### config.mk
export PLATFORM = sky130hd
export DESIGN_NAME = encoder_position_tracker_flat
export DESIGN_NICKNAME = d
export VERILOG_FILES = /design/src/ept_pkg.sv /design/src/ept_if.sv /design/src/ept_divider.sv /design/src/encoder_position_tracker.sv /design/src/flat_wrapper.sv
export SDC_FILE = /design/constraint.sdc
export NUM_CORES = 2
export LEC_CHECK = 0
export BUFFER_PORTS_ARGS = -buffer_cell sky130_fd_sc_hd__clkbuf_2
export CORE_ASPECT_RATIO = 0.5
export CORE_MARGIN = 3
export CORE_UTILIZATION = 53
export CTS_CLUSTER_DIAMETER = 50
export CTS_CLUSTER_SIZE = 30
export DETAILED_ROUTE_END_ITERATION = 12
export PLACE_DENSITY = 0.73
export RECOVER_POWER = 25
export SLEW_MARGIN = 15
export SYNTH_ARGS = -nofsm -noshare
export SYNTH_HDL_FRONTEND = slang
export SYNTH_SLANG_ARGS = --single-unit
export TNS_END_PERCENT = 20
### constraint.sdc
create_clock -name clk -period 11.2 [get_ports clk]
set_input_delay 1.12 -clock clk [delete_from_list [all_inputs] [get_ports clk]]
set_output_delay 1.12 -clock clk [all_outputs]
set_load 0.01 [all_outputs]
### src/ept_pkg.sv
// Shared types and constants of the encoder position tracker.
`timescale 1ns / 1ps

package ept_pkg;

	localparam int CNT_W      = 16;
	localparam int CPM_W      = 16;
	localparam int SPAN_W     = 17;
	localparam int SCALE_W    = 20;
	localparam int POS_W      = 32;
	localparam int FUNC_W     = 2;
	localparam int CFG_IDX_W  = 2;
	localparam int CFG_DATA_W = 20;
	localparam int PROD_W     = POS_W + SCALE_W;
	localparam int DIV_STEPS  = PROD_W;
	localparam int DIV_CNT_W  = $clog2(DIV_STEPS + 1);

	localparam logic [FUNC_W-1:0] FUNC_POLL = 2'd0;
	localparam logic [FUNC_W-1:0] FUNC_SET  = 2'd1;
	localparam logic [FUNC_W-1:0] FUNC_INIT = 2'd2;

	localparam logic [CFG_IDX_W-1:0] REG_CPM    = 2'd0;
	localparam logic [CFG_IDX_W-1:0] REG_SPAN   = 2'd1;
	localparam logic [CFG_IDX_W-1:0] REG_INVERT = 2'd2;
	localparam logic [CFG_IDX_W-1:0] REG_SCALE  = 2'd3;

	localparam logic [CPM_W-1:0]   CPM_RESET   = 16'd512;
	localparam logic [SPAN_W-1:0]  SPAN_RESET  = 17'd65536;
	localparam logic [SCALE_W-1:0] SCALE_RESET = 20'd1000;

	typedef struct packed {
		logic [FUNC_W-1:0]       func;
		logic [CNT_W-1:0]        counter_value;
		logic signed [POS_W-1:0] target_position;
	} sample_t;

	typedef struct packed {
		logic signed [POS_W-1:0] position_scaled;
		logic signed [POS_W-1:0] position_counts;
	} result_t;

endpackage

### src/ept_if.sv
// Valid/ready channel interfaces for encoder samples and position results.
`timescale 1ns / 1ps

interface ept_sample_if;
	logic             valid;
	logic             ready;
	ept_pkg::sample_t payload;

	modport source (output valid, output payload, input ready);
	modport sink (input valid, input payload, output ready);
endinterface

interface ept_result_if;
	logic             valid;
	logic             ready;
	ept_pkg::result_t payload;

	modport source (output valid, output payload, input ready);
	modport sink (input valid, input payload, output ready);
endinterface

### src/ept_divider.sv
// Restoring serial divider that produces one quotient bit per cycle.
`timescale 1ns / 1ps

module ept_divider (
	input  logic                             clk,
	input  logic                             arst_n,
	input  logic                             start,
	input  logic [ept_pkg::PROD_W-1:0]       dividend,
	input  logic [ept_pkg::SCALE_W-1:0]      divisor,
	output logic                             done,
	output logic [ept_pkg::POS_W-1:0]        quotient
);

	logic [ept_pkg::PROD_W-1:0]    dvd_q;
	logic [ept_pkg::SCALE_W-1:0]   dsr_q;
	logic [ept_pkg::SCALE_W-1:0]   rem_q;
	logic [ept_pkg::POS_W-1:0]     quo_q;
	logic [ept_pkg::DIV_CNT_W-1:0] cnt_q;
	logic                          busy_q;
	logic                          done_q;

	logic [ept_pkg::SCALE_W:0] trial;
	logic [ept_pkg::SCALE_W:0] trial_sub;
	logic                      fits;

	assign trial     = {rem_q, dvd_q[ept_pkg::PROD_W-1]};
	assign trial_sub = trial - {1'b0, dsr_q};
	assign fits      = trial >= {1'b0, dsr_q};

	always_ff @(posedge clk or negedge arst_n) begin
		if (!arst_n) begin
			busy_q <= 1'b0;
			done_q <= 1'b0;
			cnt_q  <= '0;
		end else begin
			done_q <= 1'b0;
			if (start) begin
				busy_q <= 1'b1;
				cnt_q  <= ept_pkg::DIV_CNT_W'(ept_pkg::DIV_STEPS);
			end else if (busy_q) begin
				cnt_q <= cnt_q - 1'b1;
				if (cnt_q == ept_pkg::DIV_CNT_W'(1)) begin
					busy_q <= 1'b0;
					done_q <= 1'b1;
				end
			end
		end
	end

	always_ff @(posedge clk) begin
		if (start) begin
			dvd_q <= dividend;
			dsr_q <= divisor;
			rem_q <= '0;
			quo_q <= '0;
		end else if (busy_q) begin
			dvd_q <= {dvd_q[ept_pkg::PROD_W-2:0], 1'b0};
			rem_q <= fits ? trial_sub[ept_pkg::SCALE_W-1:0] : trial[ept_pkg::SCALE_W-1:0];
			quo_q <= {quo_q[ept_pkg::POS_W-2:0], fits};
		end
	end

	assign done     = done_q;
	assign quotient = quo_q;

endmodule

### src/encoder_position_tracker.sv
// Top level of the encoder position tracker for one encoder axis.
`timescale 1ns / 1ps

// Usage:
// Samples arrive on the sample channel, one transaction per counter reading, with a
// function code: poll, set position then poll, or initialize from the sample.
// Each sample yields one transaction on the result channel with the position in
// counts and in scaled millimeters.
// Configuration registers are written through cfg_we, cfg_index and cfg_data; the user
// must write them only while no sample is in flight, and the block has no guard for it.
// A poll, initialize or unused function code runs the serial divider once, for the
// scaling of the result; a set-position sample runs it twice. The divider retires one
// quotient bit per cycle over a 52-bit dividend.
// The block takes one sample at a time; sample.ready returns in the cycle the
// result is loaded into the output register.
// A result waits in that register while result.ready is low; the next sample is
// accepted meanwhile, and its own result is held back until the register is free.
// Reset clears the counters and the offset and restores the default configuration.

module encoder_position_tracker (
	input  logic                               clk,
	input  logic                               arst_n,
	ept_sample_if.sink                         sample,
	ept_result_if.source                       result,
	input  logic                               cfg_we,
	input  logic [ept_pkg::CFG_IDX_W-1:0]      cfg_index,
	input  logic [ept_pkg::CFG_DATA_W-1:0]     cfg_data
);

	localparam int ST_W = 3;
	localparam logic [ST_W-1:0] ST_IDLE     = 3'd0;
	localparam logic [ST_W-1:0] ST_MUL      = 3'd1;
	localparam logic [ST_W-1:0] ST_DIVSTART = 3'd2;
	localparam logic [ST_W-1:0] ST_DIV      = 3'd3;
	localparam logic [ST_W-1:0] ST_APPLY    = 3'd4;
	localparam logic [ST_W-1:0] ST_PREP     = 3'd5;
	localparam logic [ST_W-1:0] ST_OUT      = 3'd6;

	localparam logic PH_SET = 1'b0;
	localparam logic PH_OUT = 1'b1;

	localparam int DW = 20;

	logic [ST_W-1:0]                state_q;
	logic                           phase_q;
	logic [ept_pkg::FUNC_W-1:0]     func_q;
	logic [ept_pkg::CNT_W-1:0]      now_q;
	logic [ept_pkg::CPM_W-1:0]      cpm_q;
	logic [ept_pkg::SPAN_W-1:0]     span_q;
	logic                           inv_q;
	logic [ept_pkg::SCALE_W-1:0]    scale_q;
	logic [ept_pkg::CNT_W-1:0]      last_q;
	logic [ept_pkg::POS_W-1:0]      acc_q;
	logic [ept_pkg::POS_W-1:0]      off_q;
	logic [ept_pkg::POS_W-1:0]      mag_q;
	logic                           neg_q;
	logic [ept_pkg::PROD_W-1:0]     prod_q;
	logic [ept_pkg::POS_W-1:0]      scaled_q;
	logic                           out_valid_q;
	ept_pkg::result_t               out_q;

	logic [ept_pkg::SCALE_W-1:0]    den;
	logic [ept_pkg::SCALE_W-1:0]    mul_op;
	logic                           den_zero;
	logic [ept_pkg::PROD_W-1:0]     dividend;
	logic                           div_done;
	logic [ept_pkg::POS_W-1:0]      quotient;
	logic [ept_pkg::POS_W-1:0]      rounded;
	logic [ept_pkg::POS_W-1:0]      counts;
	logic signed [DW-1:0]           diff_raw;
	logic signed [DW-1:0]           half;
	logic signed [DW-1:0]           span_ext;
	logic signed [DW-1:0]           diff_wrap;
	logic signed [DW-1:0]           diff_dir;
	logic                           load_out;
	logic                           in_take;

	assign den      = (phase_q == PH_OUT) ? {{(ept_pkg::SCALE_W - ept_pkg::CPM_W){1'b0}}, cpm_q}
	                                      : scale_q;
	assign mul_op   = (phase_q == PH_OUT) ? scale_q
	                                      : {{(ept_pkg::SCALE_W - ept_pkg::CPM_W){1'b0}}, cpm_q};
	assign den_zero = (den == '0);
	assign dividend = prod_q + {{(ept_pkg::PROD_W - ept_pkg::SCALE_W){1'b0}}, den >> 1};
	assign rounded  = den_zero ? '0 : (neg_q ? (~quotient + 1'b1) : quotient);
	assign counts   = acc_q + off_q;

	assign diff_raw  = $signed({{(DW - ept_pkg::CNT_W){1'b0}}, now_q})
	                 - $signed({{(DW - ept_pkg::CNT_W){1'b0}}, last_q});
	assign half      = $signed({{(DW - ept_pkg::SPAN_W + 1){1'b0}}, span_q[ept_pkg::SPAN_W-1:1]});
	assign span_ext  = $signed({{(DW - ept_pkg::SPAN_W){1'b0}}, span_q});
	assign diff_wrap = (diff_raw > half) ? (diff_raw - span_ext)
	                 : ((diff_raw < -half) ? (diff_raw + span_ext) : diff_raw);
	assign diff_dir  = inv_q ? -diff_wrap : diff_wrap;

	assign in_take  = sample.valid && (state_q == ST_IDLE);
	assign load_out = (state_q == ST_OUT) && (!out_valid_q || result.ready);

	ept_divider u_divider (
		.clk      (clk),
		.arst_n   (arst_n),
		.start    (state_q == ST_DIVSTART),
		.dividend (dividend),
		.divisor  (den),
		.done     (div_done),
		.quotient (quotient)
	);

	always_ff @(posedge clk or negedge arst_n) begin
		if (!arst_n) begin
			cpm_q   <= ept_pkg::CPM_RESET;
			span_q  <= ept_pkg::SPAN_RESET;
			inv_q   <= 1'b0;
			scale_q <= ept_pkg::SCALE_RESET;
		end else if (cfg_we) begin
			case (cfg_index)
				ept_pkg::REG_CPM:    cpm_q   <= cfg_data[ept_pkg::CPM_W-1:0];
				ept_pkg::REG_SPAN:   span_q  <= cfg_data[ept_pkg::SPAN_W-1:0];
				ept_pkg::REG_INVERT: inv_q   <= cfg_data[0];
				ept_pkg::REG_SCALE:  scale_q <= cfg_data[ept_pkg::SCALE_W-1:0];
				default: ;
			endcase
		end
	end

	always_ff @(posedge clk or negedge arst_n) begin
		if (!arst_n) begin
			state_q     <= ST_IDLE;
			phase_q     <= PH_SET;
			func_q      <= ept_pkg::FUNC_POLL;
			last_q      <= '0;
			acc_q       <= '0;
			off_q       <= '0;
			out_valid_q <= 1'b0;
		end else begin
			if (load_out) begin
				out_valid_q <= 1'b1;
			end else if (result.ready) begin
				out_valid_q <= 1'b0;
			end
			case (state_q)
				ST_IDLE: begin
					if (in_take) begin
						func_q <= sample.payload.func;
						if (sample.payload.func == ept_pkg::FUNC_SET) begin
							phase_q <= PH_SET;
							state_q <= ST_MUL;
						end else begin
							state_q <= ST_APPLY;
						end
					end
				end
				ST_MUL:      state_q <= ST_DIVSTART;
				ST_DIVSTART: state_q <= ST_DIV;
				ST_DIV: begin
					if (div_done) begin
						if (phase_q == PH_SET) begin
							off_q   <= rounded - acc_q;
							state_q <= ST_APPLY;
						end else begin
							state_q <= ST_OUT;
						end
					end
				end
				ST_APPLY: begin
					case (func_q)
						ept_pkg::FUNC_POLL, ept_pkg::FUNC_SET: begin
							last_q <= now_q;
							acc_q  <= acc_q + ept_pkg::POS_W'(diff_dir);
						end
						ept_pkg::FUNC_INIT: begin
							last_q <= now_q;
							acc_q  <= '0;
							off_q  <= '0;
						end
						default: ;
					endcase
					state_q <= ST_PREP;
				end
				ST_PREP: begin
					phase_q <= PH_OUT;
					state_q <= ST_MUL;
				end
				ST_OUT: begin
					if (load_out) begin
						state_q <= ST_IDLE;
					end
				end
				default: state_q <= ST_IDLE;
			endcase
		end
	end

	always_ff @(posedge clk) begin
		if (in_take) begin
			now_q <= sample.payload.counter_value;
			neg_q <= sample.payload.target_position[ept_pkg::POS_W-1];
			mag_q <= sample.payload.target_position[ept_pkg::POS_W-1]
			         ? (~sample.payload.target_position + 1'b1)
			         : sample.payload.target_position;
		end else if (state_q == ST_PREP) begin
			neg_q <= counts[ept_pkg::POS_W-1];
			mag_q <= counts[ept_pkg::POS_W-1] ? (~counts + 1'b1) : counts;
		end
		if (state_q == ST_MUL) begin
			prod_q <= ept_pkg::PROD_W'(mag_q) * ept_pkg::PROD_W'(mul_op);
		end
		if ((state_q == ST_DIV) && div_done && (phase_q == PH_OUT)) begin
			scaled_q <= rounded;
		end
		if (load_out) begin
			out_q.position_scaled <= scaled_q;
			out_q.position_counts <= counts;
		end
	end

	assign sample.ready   = (state_q == ST_IDLE);
	assign result.valid   = out_valid_q;
	assign result.payload = out_q;

endmodule

### src/flat_wrapper.sv
// flat-port wrapper written by rule: the top's interface ports become plain ports
module encoder_position_tracker_flat 
  (clk, arst_n, cfg_we, cfg_index, cfg_data, sample_valid, sample_payload, sample_ready, result_valid, result_payload, result_ready);
  ept_sample_if sample_i ();
  ept_result_if result_i ();
  input  logic clk;
  input  logic arst_n;
  input  logic cfg_we;
  input  logic [ept_pkg::CFG_IDX_W-1:0] cfg_index;
  input  logic [ept_pkg::CFG_DATA_W-1:0] cfg_data;
  input wire logic [$bits(sample_i.valid)-1:0] sample_valid;
  input wire logic [$bits(sample_i.payload)-1:0] sample_payload;
  output wire logic [$bits(sample_i.ready)-1:0] sample_ready;
  output wire logic [$bits(result_i.valid)-1:0] result_valid;
  output wire logic [$bits(result_i.payload)-1:0] result_payload;
  input wire logic [$bits(result_i.ready)-1:0] result_ready;
  assign sample_i.valid = sample_valid;
  assign sample_i.payload = sample_payload;
  assign sample_ready = sample_i.ready;
  assign result_valid = result_i.valid;
  assign result_payload = result_i.payload;
  assign result_i.ready = result_ready;
  encoder_position_tracker u_core (.clk(clk), .arst_n(arst_n), .sample(sample_i), .result(result_i), .cfg_we(cfg_we), .cfg_index(cfg_index), .cfg_data(cfg_data));
endmodule
==> key figures <==
CTS
  • Post-CTS Repair Setup Buffers: 0
  • H-tree depth: 2
  • Deepest clock path buffer count: 3
  • Clock slew seen by the registers of the worst setup and hold paths: 0.09 ns
  • Worst skew pair latency: 0.63 ns
  • Hold_buf cts: 0
  • Clock sink total: 470
  • Root buffer cell: clkbuf_16
  • CTS tree: done
  • Post-CTS Resized: 0
  • Cts bufs inserted: 39

Cells and area
  • Final core utilization: 0.5731
  • Multi-input gate area: 33,840 µm²
  • Ant diodes: 0
  • Fill cells: 8,116
  • Nets: 6,357
  • Area Growth Syn to Fin: 6.763%
  • Seq. cell area: 12,860 µm²
  • Layout cells sized above 1: 0.07792

Worst setup path
  • Reg2reg start: u_core.phase_q$_DFFE_PN0P_
  • Reg2Reg Setup Slack: 0.95 ns
  • Worst path max stage delay: 1.37 ns
  • Path type of the worst setup path: reg2reg
  • Most used cell, CP: fa_1
  • Beginning of the critical path: u_core.phase_q$_DFFE_PN0P_
  • Slowest-stage cell, CP: dfrtp_1
  • Worst r2r path cells: 28
  • CP endpoint kind: register
  • Critical path buffer and inverter count: 5
  • Critical Path Stages: 28
  • Top delay family on crit path: adder cells
  • Crit Path Max Fanout: 32
  • CP Data Arrival Time: 10.59 ns
  • Startpoint types: register
  • WP data required: 11.55 ns

Floorplan
  • Die ar.: about 100,000 µm²
  • Die Span Y: 223.4 µm
  • Total core area: just over 90,000 µm²
  • Initial Util: 0.5368
  • Rows: 79
  • # IOs: 143
  • Die X: 440.7 µm

Place
  • DP HPWL: ~100,000 µm
  • Dpl ws: 1.317 ns
  • IO Port Bufs: roughly 140
  • Gpl congestion: 0.9684

Run
  • Max-cap violation count: 5

Outcome
  • Status: finished, violations left
  • Failing checks: capacitance limit, slew limit

Worst hold path
  • Hold WC Path Type: reg2reg
  • Hold depth: 0
  • Hold Startpoint: u_core.scaled_q[17]$_DFFE_PP_

Synth
  • Sequential area share after synthesis: 0.2567
  • Cell variety after synth: 96
  • Post-synth EDFFs: between 200 and 300
  • Top_reg_cell synth: edfxtp_1
  • Async SR Flop Fraction: 0.3170
  • Post-synth top area cell: fa_1
  • Yosys warns: 0
  • Gate count after technology mapping: between 5,000 and 6,000
  • Mapped cell area: 50,080 µm²
  • Top post-synthesis cells by area: fa_1 22%, edfxtp_1 16%, ha_1 9.7%, dfrtp_1 7.0%, nand2_1 5.3%
  • #FFs+latches synth: 470
  • Syn Nets: 6,330
  • Top-area cell type share of the netlist area: 0.2174
  • Avg Cell Area, Syn: 9.416 µm²

Routing
  • Starting DRT DRC Count: 3,233
  • Via Count: 38,929
  • Post-route ant nets: 0
  • Drt first pass iters: 5
  • DR vias/cell: 5.870
  • Number of remaining DRC errors: 0
  • Total wire length: 134,400 µm
  • Wire per inst: 20.27 µm

STA
  • Final worst slack: approximately 0.95 ns
  • Final setup viols: 0
  • Unrepaired setup endpoints after global routing: false
  • Hold Fails Final Rpt: 0
  • Slew Limit Headroom: -2.053
  • Setup tns final: 0 ns
  • Fmax: 97.58 MHz
  • Worst Tran Pin Value: 4.580 ns
  • Final worst-path cycle share: 0.9150
  • Max Slew Vio Count: 279
  • Fin crit period: 10.25 ns
  • Fin Clk Skew: 0.04980 ns

Global route
  • Initial antenna violation count: 5
  • Largest net degree at the start of global routing: around 120
  • First-pass GRT wire length: 215,500 µm
  • Total GRT Usage: 0.2757
  • Vias in the first global route: 39,591
  • Overflow left after global routing: 0
## cells in the final DEF (no fill, tap or decap), drive strengths merged, types with 17 or more instances in the layout
master,count
o41ai,17
buf,62
nand3,63
mux2,99
o211ai,26
dfrtp,141
nand2b,55
o31ai,51
xor2,110
xnor2,212
and2,77
a21oi,210
inv,715
fa,544
and3,79
nor4,27
dfxtp,52
a21o,72
nor3,76
or4,18
nor2,285
ha,390
o21a,30
mux2i,59
o21ai,233
nor2b,162
a31oi,28
o21bai,28
nand4,17
clkbuf,190
nand2,705
edfxtp,269
or3,48
a211oi,22
## per-stage QoR
stage               hold slack (ns)  instance area [µm²]  cells
floorplan                    0.4003                50080   5319
detailed placement           0.4063                52100   6558
finish                       0.4173                53470   6632
global placement             0.4012                52100   6558
global route                 0.4291                53470   6632
CTS                          0.4220                53480   6630
## routing by layer
metal	vias to the layer above	GRT usage	routed length, µm
met5	-	0	30
met4	4	0.08925	4635
met3	293	0.04738	10550
met2	1422	0.4478	62470
met1	19484	0.3767	56740
li1	17726	-	-
## state kept, by name (all words and copies together), names as in the netlist, 2 cells and up
register,count
u_core.span_q,17
u_core.cpm_q,16
u_core.scaled_q,32
u_core.prod_q,52
u_core.u_divider.cnt_q,6
u_core.u_divider.quotient,32
u_core.state_q,3
u_core.result.payload,64
u_core.u_divider.dvd_q,52
u_core.scale_q,20
u_core.u_divider.rem_q,20
u_core.acc_q,32
u_core.off_q,32
u_core.u_divider.dsr_q,20
u_core.mag_q,32
u_core.last_q,16
u_core.func_q,2
u_core.now_q,16
## layout make-up
class | instances | share of cell area
Clock buffer | 44 | 0.01865
Clock inverter | 28 | 0.007067
Inverter | 699 | 0.04909
Multi-Input combinational cell | 3928 | 0.6328
Sequential cell | 470 | 0.2405
Tap cell | 1255 | 0.02937
Timing Repair Buffer | 208 | 0.02249
## cell usage after synthesis (all sizes together), types with 59 or more instances
cell	n
mux2	99
mux2i	59
xnor2	212
and2	77
nor3	76
nand2	705
a21oi	210
a21o	72
inv	698
fa	544
edfxtp	269
xor2	110
clkbuf	198
and3	79
dfrtp	141
nand3	63
nor2b	162
nor2	285
o21ai	233
ha	390
## kinds of logic after synthesis
family / count (synthesis) / synth area share
simple gates: 1661 / 0.1579
fa+ha+maj: 935 / 0.3151
buf+inv: 921 / 0.06945
compound gates: 852 / 0.1105
flops: 470 / 0.2567
xor+xnor: 322 / 0.05631
mux: 158 / 0.03405
## worst register-to-register path: cells and delay by family, from the launching register on
| family | cells | cell delay (ns) |
|---|---|---|
| and+or+nand+nor | 3 | 0.57 |
| xor gates and xnor gates | 1 | 0.14 |
| muxes | 1 | 0.92 |
| DFF | 1 | 1.37 |
| AOI/OAI and AO/OA | 10 | 3.18 |
| buffers and inverters | 5 | 0.25 |
| adders and majority gates | 8 | 3.56 |
## worst paths after layout
| check | end |
|---|---|
| max | u_core.prod_q[48]$_DFFE_PP_ |
| max in group asynchronous | u_core.u_divider.busy_q$_DFF_PN0_ |
| min reg2reg | u_core.result.payload[49]$_DFFE_PP_ |
| max reg2reg | u_core.prod_q[48]$_DFFE_PP_ |
| min | u_core.result.payload[49]$_DFFE_PP_ |
| min in group asynchronous | u_core.off_q[29]$_DFFE_PN0P_ |
Power is left out: the tool's default activity adds up to more than one toggle a clock period on the data nets, which glitch-free logic cannot reach.
